**src/design/tlps_pkg.sv**
```systemverilog
// package for the two-level propensity sampler
// holds widths, kind codes and default sizes; no dependencies
package tlps_pkg;
    localparam int DEF_MAX_SPECIES   = 64;
    localparam int DEF_MAX_ROW_LEN   = 16;
    localparam int DEF_MAX_REACTIONS = 1024;

    localparam int VAL_W  = 48;
    localparam int RND_W  = 32;
    localparam int CNT_W  = 32;
    localparam int KIND_W = 3;
    localparam int ROW_W  = 6;
    localparam int COL_W  = 4;
    localparam int REAC_W = 10;
    localparam int CFG_W  = 7;
    localparam int SUM_W  = 64;

    localparam logic [KIND_W-1:0] K_GROUP   = 3'd0;
    localparam logic [KIND_W-1:0] K_PART    = 3'd1;
    localparam logic [KIND_W-1:0] K_COUNT   = 3'd2;
    localparam logic [KIND_W-1:0] K_REAC    = 3'd3;
    localparam logic [KIND_W-1:0] K_LEN     = 3'd4;
    localparam logic [KIND_W-1:0] K_SAMPLE  = 3'd5;

    typedef struct packed {
        logic [KIND_W-1:0] kind;
        logic [ROW_W-1:0]  row;
        logic [COL_W-1:0]  col;
        logic [VAL_W-1:0]  value;
        logic [RND_W-1:0]  random;
    } t_in_beat;

    typedef struct packed {
        logic [REAC_W-1:0] reaction;
        logic [ROW_W-1:0]  species;
        logic [COL_W-1:0]  column;
        logic              fault;
    } t_out_beat;

    typedef struct packed {
        logic start;
        logic busy;
        logic done;
    } t_div_ctl;
endpackage

```
**src/design/tlps_div.sv**
```systemverilog
// radix-2 restoring divider, one quotient bit per cycle
// depends on tlps_pkg
module tlps_div import tlps_pkg::*; (
    input  logic             i_clk,
    input  logic             i_rst_n,
    input  logic             i_start,
    input  logic [VAL_W-1:0] i_num,
    input  logic [CNT_W-1:0] i_den,
    output logic             o_done,
    output logic [VAL_W-1:0] o_quot
);
    logic [VAL_W-1:0] r_q, n_q;
    logic [CNT_W:0]   r_rem, n_rem;
    logic [CNT_W-1:0] r_den;
    logic [5:0]       r_cnt, n_cnt;
    logic             r_busy, n_busy, r_done, n_done;
    logic [CNT_W:0]   w_sh;

    assign w_sh = {r_rem[CNT_W-1:0], r_q[VAL_W-1]};

    always_comb begin
        n_q = r_q; n_rem = r_rem; n_cnt = r_cnt; n_busy = r_busy; n_done = 1'b0;
        if (i_start) begin
            n_q = i_num; n_rem = '0; n_cnt = 6'(VAL_W); n_busy = 1'b1;
        end else if (r_busy) begin
            if (w_sh >= {1'b0, r_den}) begin
                n_rem = w_sh - {1'b0, r_den};
                n_q   = {r_q[VAL_W-2:0], 1'b1};
            end else begin
                n_rem = w_sh;
                n_q   = {r_q[VAL_W-2:0], 1'b0};
            end
            n_cnt = r_cnt - 6'd1;
            if (r_cnt == 6'd1) begin
                n_busy = 1'b0; n_done = 1'b1;
            end
        end
    end

    always_ff @(posedge i_clk) begin
        if (!i_rst_n) begin
            r_busy <= 1'b0; r_done <= 1'b0; r_cnt <= '0;
        end else begin
            r_busy <= n_busy; r_done <= n_done; r_cnt <= n_cnt;
        end
        r_q <= n_q; r_rem <= n_rem;
        if (i_start) r_den <= i_den;
    end

    assign o_done = r_done;
    assign o_quot = r_q;
endmodule

```
**config.mk**
```make
export PLATFORM = sky130hd
export DESIGN_NAME = tlps_div
export DESIGN_NICKNAME = d
export VERILOG_FILES = /design/src/design/tlps_pkg.sv /design/src/design/tlps_div.sv
export SDC_FILE = /design/constraint.sdc
export NUM_CORES = 1
export LEC_CHECK = 0
export ABC_AREA = 1
export BUFFER_PORTS_ARGS = -buffer_cell sky130_fd_sc_hd__buf_4
export CAP_MARGIN = 20
export CORE_AREA = 4 4 145 147
export CTS_BUF_LIST = sky130_fd_sc_hd__clkbuf_8
export DETAILED_ROUTE_END_ITERATION = 7
export DIE_AREA = 0 0 149 151
export GPL_TIMING_DRIVEN = 0
export SETUP_SLACK_MARGIN = 0.3
export SYNTH_ARGS = -nofsm -noshare
export SYNTH_HDL_FRONTEND = slang
export SYNTH_SLANG_ARGS = --single-unit
```
**constraint.sdc**
```tcl
create_clock -name i_clk -period 2.5 [get_ports i_clk]
set_input_delay 0.25 -clock i_clk [delete_from_list [all_inputs] [get_ports i_clk]]
set_output_delay 0.25 -clock i_clk [all_outputs]
set_load 0.02 [all_outputs]
```
* Word level (Yosys, flattened, before mapping)
Index checks and enable logic that the tools add are counted.
Word-level totals: register bits after elaboration 120, bits in latches 0, RAM bits 0, ROM bits 0, input bits 83, output and inout port bits 49, word-level logic and storage cells 26, memories 0
Operators by class: add/sub/neg operators 2, multiply operators 0, div/mod/pow operators 0, $lt $le $gt $ge 1, eq/ne operators 1, shifts and indexed selects 0, muxes and demuxes 10, bitwise gates (word level) 2, reduce and logical (&&, ||, !) cells 3
Operator list (count):
- 48-bit 2-to-1 mux | 2
- 33-bit by 32-bit greater-or-equal comparator with 1-bit output | 1
- 32-bit 2-to-1 mux | 1
- 32-bit subtractor | 1
- 6-bit 2-to-1 mux | 2
- 6-bit by 1-bit equality test with 1-bit output, second input constant | 1
- 6-bit by 1-bit subtractor with 6-bit output, second input constant | 1
- 1-bit 2-to-1 mux | 5
- 3-bit OR reduction | 1
- 1-bit inverter | 2
- 2-bit nonzero test | 1
- 2-bit OR reduction | 1

* Logic depth before layout (Yosys ltp)
word-level depth 4, mapped depth 17, mapped depth without buffers 16

* Worst setup path after synthesis
Ideal clock, no wire load.
kind input -> register, start point in i_start, end point reg r_q[0] (netlist: o_quot[0]), enable pin, arrival 1721 ps, required time 2098 ps, slack 376 ps, cell stages on the path 4, path buffers 2, path through clkbuf_1 -> nor2_1 -> clkbuf_1 -> inv_1
Between the ends: cells in the longest elaborated chain, start to end 1
RTL lines:
- from (decl) | line tlps_div.sv:6 | input logic i_start,
- 2-bit nonzero test (no line)
- to (signal assigned) | line tlps_div.sv:46 | r_q <= n_q; r_rem <= n_rem;
- to (decl) | line tlps_div.sv:12 | logic [VAL_W-1:0] r_q, n_q;
Every way passes these cells. A chain may end at the register's enable or synchronous reset.

* Worst setup path in the final report
start point reg r_den[22], end point reg r_rem[23]
Between the ends: cells in the longest elaborated chain, start to end 2
RTL lines:
- from (decl) | line tlps_div.sv:14 | logic [CNT_W-1:0] r_den;
- from (signal assigned) | line tlps_div.sv:47 | if (i_start) r_den <= i_den;
- 32-bit subtractor or 33-bit by 32-bit greater-or-equal comparator with 1-bit output (tied branches) | line tlps_div.sv:27, tlps_div.sv:26
- 32-bit 2-to-1 mux (*) | line tlps_div.sv:26 | if (w_sh >= {1'b0, r_den}) begin
- to (signal assigned) | line tlps_div.sv:46
- to (decl) | line tlps_div.sv:13 | logic [CNT_W:0] r_rem, n_rem;
Every way passes the cells marked *; elsewhere a longest branch is shown, timed or not.

==> flow_summary.ini <==
[global_routing]
use_met1 = 0.237
grt_busiest_layer = met2
track_usage = 0.186
grt_max_degree = 34
grt_pass1_vias = 6754
grt-ovfl-total = 0
met2_usage = 0.306
grt_pass1_wl_mm = 33.2
met3_usage = 0.0592
grt_antenna_before_repair = 0

[floorplanning]
row_count = 52
die_w_microns = 149
die-area_sq_um = 22500
ios = 132
core-area_sq_um = 19900
die_h_microns = 151
start_util = 0.394

[sta]
tightestPinTransition_ns = 0.586
hold_viol_final = 0
fin_crit_ns = 2.14
finClkSkew_ns = 0.0197
fin_ws_ns = 0.361
rsz0062_at_grt = yes
clock.fmax_mhz = 467
min_period_over_period = 0.856
maxSlewViolCount = 0
setup_viol = 0
slew-limit-headroom = 0.609

[outcome]
status = finished clean

[place]
place_congestion = 0.897
port_buffers = 131
dpl_cell_area_sq_um = 9180
dp_hpwl_mm = 15.9
pre_cts_ws_ns = -0.0688

[drt]
first_iter_violations = 274
post_drt_via_cell_ratio = 4.54
firstDrtPassIters = 7
vias = 6982
wl_mm = 21.2
wire_per_inst_microns = 13.8
drcViolationCount = 0
ant_nets = 0

[worst_setup_path]
cp_slowest_cell = ha_2
arrival_ns = 2.49
cp_max_fo = 7
cp.required_ns = 2.85
crit_chain = inv_1 -> ha_2 -> nand2_2 -> nor2_4 -> inv_2 -> nor2_4 -> inv_2 -> nor3_4 -> nand2_8 -> nand2_8 -> buf_12 -> nand2_2 -> nand3_1 -> nand2_1
crit_path_start_kind = register
crit_type = reg2reg
worst_setup_path_end_kind = register
slowest_delay_ns = 0.38
path_buf_inv = 4
cp_top_family = simple AND/OR/NAND/NOR gates

[logic_synthesis]
yosysWarnings = 0
netlist_instances = 1057
seq_area_frac_synth = 0.409
syn_nets = 1175
synth-seq-cells = 120
netlist_area_sq_um = 7840
synth.distinct_cells = 38
syn_avg_cell_area_sq_um = 7.41

[final_layout]
area_growth_pct = 32.5
nets = 1373
drive_above_1_share = 0.252
final_area_sq_um = 10400
antenna_cells = 0
final_cell_mix = 441 x nand2_1, 159 x inv_1, 146 x buf_4, 80 x edfxtp_1, 52 x nand2_2
final_common_cell = nand2_1

[job]
drv_cap = 0

[clocking]
cts_tree = done
path_clk_slew_ns = 0.10
cts_buffer_depth = 2
clock_sinks = 120
cts_root_buf = clkbuf_8
cts_buffers = 17
htreeDepth = 4
insertion_delay_ns = 0.46

[power]
finalPower_uw = 5070
peakVddDrop_v = 0.000390
total_leakage_power_uw = 0.00520
power_density_nw_per_um2 = 488

[hold_path]
hold_path_class = in2reg
==> layer usage <==
| layer | vias to the layer above | part of all wire |
|---|---|---|
| met5 | - | 0 |
| met4 | 0 | 0.015 |
| met3 | 24 | 0.065 |
| met2 | 170 | 0.46 |
| met1 | 3122 | 0.46 |
| li1 | 3666 | - |
==> state kept, by name, indices dropped and copies added (netlist names) <==
| signal | cells |
|---|---|
| o_done | 1 |
| o_quot | 48 |
| r_busy | 1 |
| r_cnt | 6 |
| r_den | 32 |
| r_rem | 32 |
==> where the power goes <==
group / switching [uW] / internal [uW]
combinational: 519 / 401
clock: 970 / 829
sequential: 74.0 / 2280
==> worst min-delay path, cell delays in order <==
cell and delay (ns):
buf_4 0.07, nand2_1 0.04, nand2_1 0.05
==> path summary, 6_finish.rpt <==
kind                            cells after the start      start         end  slack [ns]
worst min register to register                      2  r_rem[31]   r_rem[31]        0.46
worst max register to register                     14  r_den[22]   r_rem[23]        0.36
worst min-delay path                                3  i_num[10]  o_quot[10]        0.05
worst max-delay path                               14  r_den[22]   r_rem[23]        0.36
==> Yosys cell counts <==
master	count	share of area
nor2_8	1	0.0026
nor3_1	6	0.0038
nand3b_1	41	0.039
a31oi_1	2	0.0016
a211oi_1	1	0.00096
nand2_8	1	0.0026
o21bai_1	2	0.0019
nor2_1	44	0.021
nand2_1	453	0.22
buf_2	1	0.00064
o21ai_0	3	0.0019
nor2_2	5	0.0040
buf_4	6	0.0057
and3_1	1	0.00080
inv_1	160	0.077
xor2_1	2	0.0022
a21oi_1	20	0.013
nor2_4	5	0.0072
nand2_4	2	0.0029
clkbuf_1	12	0.0057
nand4_1	4	0.0032
o31ai_1	1	0.00096
fa_1	1	0.0026
inv_2	4	0.0019
buf_12	3	0.0077
clkinv_1	1	0.00048
nand2_2	43	0.034
buf_6	3	0.0043
nand3_1	31	0.020
nor3_4	1	0.0021
xnor2_1	14	0.016
or4_1	1	0.00096
and2_1	5	0.0040
nand3_2	21	0.027
buf_1	2	0.00096
dfxtp_1	40	0.10
ha_1	34	0.054
edfxtp_1	80	0.31
==> logic make-up (layout without fill, tap and decap cells) <==
logic type	count (synthesis)	after routing	synth area share
buf+inv	192	403	0.104
simple gates	665	665	0.392
xor+xnor	16	16	0.0179
fa+ha+maj	35	35	0.0568
compound gates	29	29	0.0201
flops	120	120	0.409
==> final cells by class <==
cell class	instances	area (sq um)
well taps	270	338
flip-flops and latches	120	3200
clock buffers	17	234
fillers	1995	9530
plain buffers	27	214
inverters	165	619
clock inverters	15	156
multi-input cells	745	4140
repair buffers	179	1470
==> stage by stage <==
| step | TNS [ns] | hold slack (ns) | std cells | utilization |
|---|---|---|---|---|
| after detailed placement | -2.18 | 0.429 | 1459 | 0.461 |
| after floorplan | 0 | 0.349 | 1057 | - |
| after CTS | 0 | 0.0212 | 1524 | 0.498 |
| final | 0 | 0.0474 | 1538 | 0.521 |
| after global placement | -40.34 | 0.429 | 1458 | 0.460 |
| after global routing | 0 | 0.0276 | 1538 | 0.521 |
==> what timing repair did <==
| item | 4_1_cts | 5_1_grt |
|---|---|---|
| cloned | 0 | 2 |
| endpoints found under the setup margin | 31 | 66 |
| hold buffers | 33 | 0 |
| gates resized for setup | 7 | 58 |
| pin swaps | 0 | 9 |
| hold endpoints to repair | 33 | 0 |
| setup buffers | 0 | 12 |
Note: power is estimated with default switching activity, not from simulation.
