## config.mk

```make
export PLATFORM = sky130hd
export DESIGN_NAME = tlps_ram
export DESIGN_NICKNAME = d
export VERILOG_FILES = /design/src/design/tlps_ram.sv
export SDC_FILE = /design/constraint.sdc
export NUM_CORES = 1
export LEC_CHECK = 0
export ABC_AREA = 0
export BUFFER_PORTS_ARGS = -buffer_cell sky130_fd_sc_hd__clkbuf_2
export CORE_MARGIN = 3
export CORE_UTILIZATION = 50
export CTS_CLUSTER_DIAMETER = 40
export CTS_CLUSTER_SIZE = 8
export DETAILED_ROUTE_END_ITERATION = 6
export GPL_ROUTABILITY_DRIVEN = 0
export PLACE_DENSITY = 0.64
export RECOVER_POWER = 50
export SLEW_MARGIN = 20
export SYNTH_ARGS = -nofsm -noshare
export SYNTH_HDL_FRONTEND = slang
export SYNTH_SLANG_ARGS = --single-unit
```

## constraint.sdc

```tcl
create_clock -name i_clk -period 4.1 [get_ports i_clk]
set_clock_uncertainty 0.05 [all_clocks]
set_input_delay 0.41 -clock i_clk [delete_from_list [all_inputs] [get_ports i_clk]]
set_output_delay 0.41 -clock i_clk [all_outputs]
set_load 0.02 [all_outputs]
```

## src/design/tlps_ram.sv

```systemverilog
// generic single-port synchronous ram with registered read
// no dependencies
module tlps_ram #(
    parameter int W = 8,
    parameter int D = 16
) (
    input  logic                 i_clk,
    input  logic                 i_we,
    input  logic [$clog2(D)-1:0] i_addr,
    input  logic [W-1:0]         i_wdata,
    output logic [W-1:0]         o_rdata
);
    logic [W-1:0] r_mem [D];
    always_ff @(posedge i_clk) begin
        if (i_we) begin
            r_mem[i_addr] <= i_wdata;
        end
        o_rdata <= r_mem[i_addr];
    end
endmodule

```

Word-level counts from Yosys, hierarchy flattened
Memories as Yosys holds them, arrays and structs flattened. A register that Yosys moved wholly into a read port is not among the register bits. Index checks and enable logic that the tools add are counted.

Bits in registers: 0. Bits in latches: 0. Memory bits (writable): 128. Memory bits (read-only): 0. Bits of input ports: 14. Output and inout bits: 8. Word-level logic and storage cells: 3. Memories kept: 1.

Memories: r_mem (words 16, bits a word 8, read ports 1, clocked after Yosys merged registers in 1, write ports 1, RTL line 13) `logic [W-1:0] r_mem [D];`.

Add/sub/neg operators: 0. Multipliers: 0. Divide/modulo/power cells: 0. Magnitude comparators: 0. Equal/unequal tests: 0. Shift-type cells: 0. Multiplexer cells: 2. Bitwise operators: 0. Reductions and logical operators: 0.

Operator list (number): 2-to-1 mux 1 bit (2).

Longest topological paths before layout
Gate-level depths: netlist of the first run.

Depth in word-level cells: 2. Gate-level depth with buffers: 5.

Least setup slack after synthesis of the first run
OpenSTA, ideal clock, no wires.

Kind: input to register. Start: input i_addr[2]. End: memory r_mem[0][0], enable pin. Data arrival time: 1520 ps. Path slack: 2147 ps. Stages: 2. Path buffers: 0. Path through: or3b_2 nor3_1.

RTL lines: from (decl) (RTL line 9) `input logic [$clog2(D)-1:0] i_addr,`; to (decl) (RTL line 13).

No word-level cell before the write port.

==> impl_metrics.tcl, run 1 <==
set metrics [dict create \
    grt_pass1_vias 2420 \
    violations "capacitance limit, slew limit" \
    synthesis.nets 244 \
    hpwl_um 6030 \
    fin_crit_sh_pct 65.4 \
    grt.total_usage_pct 18.7 \
    hold_viol 0 \
    drc 0 \
    slew_headroom_pct -13.7 \
    multi_input_area_um2 1010 \
    dr.pass1.iters 4 \
    finalSetupViolations 0 \
    die_h_um 107 \
    antenna_found_initial 0 \
    worstSetupStartpointType "primary input" \
    gr-total-overflow 0 \
    post_cts_buffers 0 \
    chipWidth_um 107 \
    dp_cells 378 \
    cts.sink_count 136 \
    max-vdd-ir-drop_mv 0.215 \
    cts_buffers 17 \
    postSynthCellCount 230 \
    detail-route-antenna-nets 0 \
    dieArea_um2 11400 \
    mostFrequentLayoutCells "edfxtp_1, mux4_2, a22oi_1, clkbuf_16" \
    synth_warnings 0 \
    fmax_mhz 373 \
    crit_chain "clkbuf_1 > buf_4 > mux4_2 > a22oi_1 > nand2_1" \
    portBuffers 21 \
    postCtsResizedCells 0 \
    floorplan.initialDensity_pct 51.6 \
    regArea_um2 4000 \
    synth.distinct_cells 18 \
    ios 22 \
    cts_buffer_depth 2 \
    required_ns 4.45 \
    worstPathArrival_ns 3.03 \
    p_seq_share_pct 51.2 \
    drt_first_iter_violations 144 \
    status "finished, violations left" \
    cts.clk_slew.worst_paths_ns 0.06 \
    cts_hold_buf 0 \
    leakage_nw 1.88 \
    post-route-min-period_ns 2.68 \
    p_switching_mw 0.624 \
    p_per_area_nw_per_um2 524 \
    clock_latency_ns 0.51 \
    drv_slew 24 \
    wl_per_cell_um 23.6 \
    rsz0062_at_grt "false" \
    worstMarginPinSlew_ns 1.71 \
    grt_pass1_wl_um 14700 \
    finalNetCount 278 \
    cts_tree "yes" \
    switching_share_pct 20.4 \
    syn2layout_area_growth_pct 15.2 \
    critPathTopFamily "buffers and inverters" \
    fin_cells 410 \
    fillers 758 \
    rows 36 \
    synth-seq-cells 136 \
    mostFrequentLayoutCell "edfxtp_1" \
    max_stage_delay_ns 1.21 \
    clockRootBuffer "clkbuf_8" \
    h-tree-depth 4 \
    worstPathMaxFanout 23 \
    cp_slowest_cell "clkbuf_1" \
    ys_top_cells_by_area "edfxtp_1, mux4_2, dfxtp_1" \
    synth_top_area_share_pct 75.9 \
    endpoint_kind "register" \
    clkPwrFrac_pct 44.0 \
    maxCapViolCount 1 \
    wl_um 9680 \
    comb_power_share_pct 4.8 \
    vias_per_cell 5.68 \
    num_antenna_cells 0 \
    drive_gt1_share_pct 27.8 \
    core_um2 9820 \
    intPower_mw 2.44 \
    hold_class "in -> reg" \
    synth-seq-area-share_pct 79.0 \
    synth_top_cell_by_area "edfxtp_1" \
    avgSynthCellArea_um2 22.0 \
    synth_area_um2 5070 \
    crit_buf_inv 2 \
    vias 2327 \
    tns_ns 0 \
    crit_type "in -> reg" \
    grt_max_degree 24 \
]
## layout make-up
cell class / count / area share (%)
tap: 133 / 2.85
multi-input combinational: 83 / 17.3
sequential: 136 / 68.6
clock inverter: 10 / 1.33
clock buffer: 22 / 7.76
timing repair buffer: 26 / 2.19
## cell families (layout without fill, tap and decap cells)
group / after synthesis / in the layout / share of synthesized area, %
compound gates: 16 / 16 / 2.37
mux: 32 / 32 / 14.2
simple gates: 35 / 35 / 3.21
flops: 136 / 136 / 79.0
buf+inv: 11 / 58 / 1.19
## registers in the layout (all words and copies together), names as in the netlist
| signal | cells |
|---|---|
| r_mem | 128 |
| o_rdata | 8 |
## power by group through the flow
stage	clock, mW	combinational, mW	sequential (mW)
after global placement	0	0.147	1.59
after global routing	1.43	0.159	1.57
after floorplan	0	0.0801	1.60
after CTS	1.37	0.151	1.57
final	1.35	0.147	1.57
after detailed placement	0	0.151	1.59
## path summary, 6_finish.rpt
| path | startpoint | end | slack [ns] | cells after the start |
|---|---|---|---|---|
| setup / recovery | i_addr[0] | o_rdata[3]$_DFF_P_ | 1.42 | 5 |
| hold / removal | i_wdata[5] | r_mem[8][5]$_DFFE_PP_ | 0.40 | 1 |
| setup reg to reg | r_mem[10][1]$_DFFE_PP_ | o_rdata[1]$_DFF_P_ | 2.73 | 3 |
| hold reg to reg | r_mem[15][2]$_DFFE_PP_ | o_rdata[2]$_DFF_P_ | 0.63 | 3 |
## Yosys cell counts (all sizes together)
| master | instances |
|---|---|
| nor2b | 2 |
| nor2 | 13 |
| dfxtp | 8 |
| buf | 8 |
| edfxtp | 128 |
| clkbuf | 3 |
| or3b | 1 |
| nand3b | 2 |
| nand2 | 9 |
| mux4 | 32 |
| nand2b | 2 |
| nor3 | 4 |
| nand3 | 1 |
| and2 | 1 |
| a22oi | 16 |
## stage by stage
stage	area, um2	worst slack [ns]	util [%]	hold WS [ns]	power (mW)
floorplan	5070	2.15	-	0.459	1.68
CTS	5850	1.91	59.5	0.284	3.09
global placement	5320	1.45	54.1	0.601	1.74
detailed placement	5320	1.36	54.1	0.622	1.74
finish	5840	1.42	59.4	0.404	3.06
global route	5840	0.992	59.4	0.442	3.16
## metal layers
layer / track usage (%) / vias to the layer above / wire length, um
met5: 0 / - / 0
met4: 7.40 / 0 / 120
met3: 4.88 / 10 / 318
met2: 29.9 / 50 / 5010
met1: 24.8 / 1239 / 4220
li1: - / 1028 / -
Note: power is estimated with default switching activity, not from simulation.
==> run 2: changes to the inputs <==
Settings changed: PLACE_DENSITY 0.64 to 0.66.
Clock period 4.1 ns to 2.3 ns, I/O delays scaled along.
==> run 2 against run 1 <==
Net effect: total power is 87% higher; the flow now finishes without violations; setup slack worse by 0.79 ns; wire length is 6.1% lower.
==> impl_metrics.tcl, run 2 (synthesized netlist as in run 1, its figures left out) <==
set metrics [dict create \
    status "completed" \
    cp_slowest_cell "clkbuf_1" \
    p_seq_share_pct 48.7 \
    worstReg2RegStart "r_mem[7][2]$_DFFE_PP_" \
    grt_pass1_vias 2452 \
    wl_per_cell_um 21.1 \
    crit_chain "clkbuf_1 > buf_12 > nand2b_1 > nor2_1 > clkbuf_1" \
    hp-start "i_wdata[7]" \
    r2r_setup_slack_ns 0.91 \
    fillers 721 \
    vias 2337 \
    finalSetupViolations 0 \
    comb_power_share_pct 4.8 \
    worstSetupStartpointType "primary input" \
    endpoint_kind "register" \
    h-tree-depth 4 \
    drt_first_iter_violations 117 \
    mostFrequentLayoutCells "edfxtp_1, mux4_2, buf_4" \
    crit_type "in -> reg" \
    regToRegEndpoint "o_rdata[2]$_DFF_P_" \
    hpwl_um 6090 \
    gr-total-overflow 0 \
    num_antenna_cells 0 \
    clkPwrFrac_pct 46.5 \
    leakage_nw 2.01 \
    maxCapViolCount 0 \
    p_total_mw 5.72 \
    hold_viol 0 \
    ios 22 \
    max_stage_delay_ns 0.57 \
    wl_met2_um 4720 \
    clock_latency_ns 0.50 \
    grt_pass1_wl_um 14500 \
    postCtsResizedCells 0 \
    hold_class "in -> reg" \
    worstMarginPinSlew_ns 0.778 \
    wl_met1_um 3920 \
    cts_tree "yes" \
    largest_register_ffs 128 \
    cts_hold_buf 0 \
    tns_ns 0 \
    syn2layout_area_growth_pct 19.9 \
    worstPathMaxFanout 15 \
    drc 0 \
    multi_input_area_um2 1000 \
    cp_common_cell "clkbuf_1" \
    post_cts_buffers 0 \
    cts_buffers 17 \
    dp_cells 398 \
    required_ns 2.39 \
    antenna_found_initial 0 \
    grt_max_degree 19 \
    core_um2 9820 \
    floorplan.initialDensity_pct 51.6 \
    grt.total_usage_pct 17.8 \
    post-route-min-period_ns 1.67 \
    routed.top_layer "met4" \
    vias_per_cell 5.43 \
    wl_um 9090 \
    dr.pass1.iters 4 \
    detail-route-antenna-nets 0 \
    drv_slew 0 \
    die_h_um 107 \
    hold_depth 1 \
    dr_wl_met3_um 338 \
    max-vdd-ir-drop_mv 0.372 \
    rsz0062_at_grt "false" \
    portBuffers 21 \
    slew_headroom_pct 48.1 \
    hold_end "r_mem[9][7]$_DFFE_PP_" \
    fin_crit_sh_pct 72.6 \
    reg.largest.list "r_mem x128, o_rdata x8" \
    cts.clk_slew.worst_paths_ns 0.06 \
    chipWidth_um 107 \
    clockRootBuffer "clkbuf_8" \
    intPower_mw 4.55 \
    rows 36 \
    switching_share_pct 20.4 \
    dieArea_um2 11400 \
    p_per_area_nw_per_um2 941 \
    cts.sink_count 136 \
    rr_worst_depth 3 \
    worstPathArrival_ns 1.76 \
    fin_cells 430 \
    p_switching_mw 1.17 \
    cts_buffer_depth 2 \
    whs_ns 0.196 \
    fmax_mhz 599 \
    top_register "r_mem" \
    drive_gt1_share_pct 33.0 \
    mostFrequentLayoutCell "edfxtp_1" \
    finalNetCount 298 \
    regArea_um2 4000 \
]
-- run 2: final cells by class --
| cell class | instances | share of cell area [%] |
|---|---|---|
| Clock inverter | 13 | 2.78 |
| Timing Repair Buffer | 46 | 5.13 |
| Sequential cell | 136 | 65.9 |
| Clock buffer | 19 | 6.94 |
| Tap cell | 133 | 2.74 |
| Multi-Input combinational cell | 83 | 16.5 |
-- run 2: metrics by stage --
step	worst slack (ns)	area (um2)	util (%)
5_1_grt	0.523	6080	61.9
2_1_floorplan	0.527	5070	-
4_1_cts	0.898	6090	62.1
3_3_place_gp	0.468	5500	56.1
3_5_place_dp	0.441	5500	56.1
6_report	0.631	6080	61.9
-- run 2: metal layers --
| layer | global-route usage [%] | vias to the layer above |
|---|---|---|
| met5 | 0 | - |
| met4 | 5.75 | 0 |
| li1 | - | 1073 |
| met2 | 28.8 | 40 |
| met1 | 23.7 | 1215 |
| met3 | 5.06 | 9 |
-- run 2: power groups by stage --
stage	clock (mW)	combinational (mW)	sequential, mW
2_1_floorplan	0	0.143	2.86
3_3_place_gp	0	0.279	2.84
3_5_place_dp	0	0.283	2.84
4_1_cts	2.72	0.284	2.79
5_1_grt	2.83	0.301	2.79
6_report	2.66	0.275	2.79
-- run 2: critical path, delay by kind of cell --
kind	cells	cell delay (ns)
buf+inv	3	1.26
simple gates	2	0.25
-- run 2: how the worst max path moves through the flow --
| stage | startpoint | end | slack (ns) | cells past startpoint |
|---|---|---|---|---|
| after floorplan | i_addr[2] | r_mem[0][0]$_DFFE_PP_ | 0.53 | 2 |
| after global placement | i_addr[0] | o_rdata[2]$_DFF_P_ | 0.47 | 5 |
| after detailed placement | i_addr[0] | o_rdata[1]$_DFF_P_ | 0.44 | 5 |
| after CTS | r_mem[7][2]$_DFFE_PP_ | o_rdata[2]$_DFF_P_ | 0.90 | 3 |
| after global routing | i_addr[0] | r_mem[13][7]$_DFFE_PP_ | 0.52 | 5 |
| final | i_addr[0] | r_mem[13][0]$_DFFE_PP_ | 0.63 | 5 |
==> run 3: changes to the inputs <==
Settings changed: ABC_AREA 0 to 1.
Clock period 2.3 ns to 1.48 ns, I/O delays scaled along.
==> run 3 against run 2 <==
Net effect: wire length rose by 30%; clock power up 61%; largest power group unchanged; largest cell class unchanged; critical path type is now reg -> out; critical path depth shrank 4.
==> impl_metrics.tcl, run 3 <==
set metrics [dict create \
    status "completed" \
    clockRootBuffer "clkbuf_8" \
    fmax_mhz 841 \
    wl_um 11800 \
    drt_first_iter_violations 256 \
    cts_buffer_depth 2 \
    regToRegEndpoint "o_rdata[3]$_DFF_P_" \
    postSynthCellCount 548 \
    hold_viol 0 \
    clock_latency_ns 0.53 \
    grt_pass1_wl_um 19300 \
    post_cts_buffers 0 \
    rr_worst_depth 8 \
    finalSetupViolations 0 \
    avgSynthCellArea_um2 10.2 \
    dieArea_um2 12500 \
    hp-start "i_we" \
    required_ns 1.28 \
    crit_cells 1 \
    cts_tree "yes" \
    hold_depth 3 \
    rows 37 \
    die_h_um 112 \
    cts_hold_buf 0 \
    grt_pass1_vias 3663 \
    yosysMostFrequentCell "nand2_1" \
    drc 0 \
    synth_warnings 0 \
    worstMarginPinSlew_ns 0.863 \
    worstPathMaxFanout 1 \
    postCtsResizedCells 0 \
    tns_ns 0 \
    dr.pass1.iters 5 \
    synth_flop_cell "edfxtp_1" \
    fin_crit_sh_pct 80.4 \
    maxCapViolCount 0 \
    critPathTopFamily "flip-flops" \
    vias 3705 \
    ios 22 \
    worstReg2RegStart "r_mem[4][3]$_DFFE_PP_" \
    h-tree-depth 4 \
    vias_per_cell 4.98 \
    max_stage_delay_ns 0.31 \
    finalNetCount 609 \
    synth_top_cell_by_area "edfxtp_1" \
    synth-edff-count 128 \
    netlist_top_cells_count "nand2_1, edfxtp_1, inv_1" \
    crit_chain "clkbuf_2" \
    synth_top_area_share_pct 68.7 \
    worstPathArrival_ns 0.99 \
    wl_per_cell_um 15.9 \
    synth-seq-cells 136 \
    antenna_found_initial 0 \
    max-vdd-ir-drop_mv 0.823 \
    cts.clk_slew.worst_paths_ns 0.06 \
    r2r_setup_slack_ns 0.40 \
    grt.total_usage_pct 20.6 \
    top_register "r_mem" \
    p_per_area_nw_per_um2 1370 \
    synth_area_um2 5590 \
    drv_slew 0 \
    place_worst_setup_slack_ns 0.0287 \
    mostFrequentLayoutCell "nand2_1" \
    floorplan.initialDensity_pct 52.8 \
    cp_slowest_cell "dfxtp_1" \
    chipWidth_um 112 \
    endpoint_kind "primary output" \
    reg.largest.list "r_mem x128, o_rdata x8" \
    ys_top_cells_by_area "edfxtp_1, nand2_1, dfxtp_1" \
    rsz0062_at_grt "false" \
    worstSetupStartpointType "register" \
    hold_class "in -> reg" \
    layout_setup_ws_ns 0.291 \
    leakage_nw 2.86 \
    cts_buffers 17 \
    synth-seq-area-share_pct 71.6 \
    drive_gt1_share_pct 12.2 \
    portBuffers 21 \
    hold_end "r_mem[6][7]$_DFFE_PP_" \
    syn2layout_area_growth_pct 19.2 \
    postSynth.asyncResetShare_pct 0 \
    detail-route-antenna-nets 0 \
    crit_type "reg -> out" \
    mostFrequentLayoutCells "nand2_1, edfxtp_1, inv_1" \
    cts.sink_count 136 \
    largest_register_ffs 128 \
    core_um2 10600 \
    crit_buf_inv 1 \
    hpwl_um 7470 \
    gr-total-overflow 0 \
    grt_max_degree 33 \
    post-route-min-period_ns 1.19 \
    num_antenna_cells 0 \
    slew_headroom_pct 42.5 \
    synthesis.nets 562 \
    whs_ns 0.148 \
    synth.distinct_cells 11 \
]
[run 3: cell count changes after synthesis, sizes merged, moves of 2 or more]
cell,before,now
nor3,4,0
nand2b,2,0
buf,8,18
nand3b,2,0
a22oi,16,0
nand3,1,4
inv,0,22
nor2,13,18
mux4,32,0
nor2b,2,0
nand2,9,346
[run 3: cells by family after synthesis]
group / after synthesis / share of synthesized area, %
and+or+nand+nor: 368 / 24.8
DFF: 136 / 71.6
buffers and inverters: 44 / 3.62
[run 3: stage by stage]
step           util [%]  cell area, um2  total power [mW]  instances
2_1_floorplan         -            5610              4.74        548
4_1_cts            63.1            6690              9.23        744
6_report           62.9            6670              9.17        744
3_3_place_gp       57.4            6080              4.97        712
3_5_place_dp       57.4            6080              4.98        712
5_1_grt            62.9            6670              9.47        744
[run 3: worst max path at each step]
stage                  startpoint                     to
3_5_place_dp            i_addr[0]  r_mem[4][3]$_DFFE_PP_
3_3_place_gp            i_addr[0]  r_mem[4][3]$_DFFE_PP_
5_1_grt        o_rdata[6]$_DFF_P_             o_rdata[6]
6_report       o_rdata[2]$_DFF_P_             o_rdata[2]
4_1_cts        o_rdata[1]$_DFF_P_             o_rdata[1]
2_1_floorplan           i_addr[1]  r_mem[3][0]$_DFFE_PP_
[run 3: final cells by class]
cell class | instances | area [um2]
Fill cell | 835 | 3930
Clock buffer | 23 | 457
Clock inverter | 9 | 148
Tap cell | 136 | 170
Sequential cell | 136 | 4000
Inverter | 23 | 86.3
Multi-Input combinational cell | 368 | 1410
Timing Repair Buffer | 49 | 397
[run 3: power breakdown]
part / switching (mW) / internal, mW / leakage, nW / total (mW)
clock network: 1.46 / 2.81 / 0.296 / 4.27
registers: 0.0214 / 4.31 / 1.22 / 4.33
logic: 0.401 / 0.162 / 1.34 / 0.563
total: 1.88 / 7.28 / 2.86 / 9.17
[run 3: layer usage]
| layer | vias to the layer above | wire length (um) | part of all wire [%] | global-route usage, % |
|---|---|---|---|---|
| li1 | 1842 | - | - | - |
| met1 | 1726 | 5160 | 44 | 27.3 |
| met2 | 119 | 5710 | 48 | 32.7 |
| met3 | 18 | 713 | 6.0 | 5.11 |
| met4 | 0 | 265 | 2.2 | 8.27 |
| met5 | - | 0 | 0 | 0 |
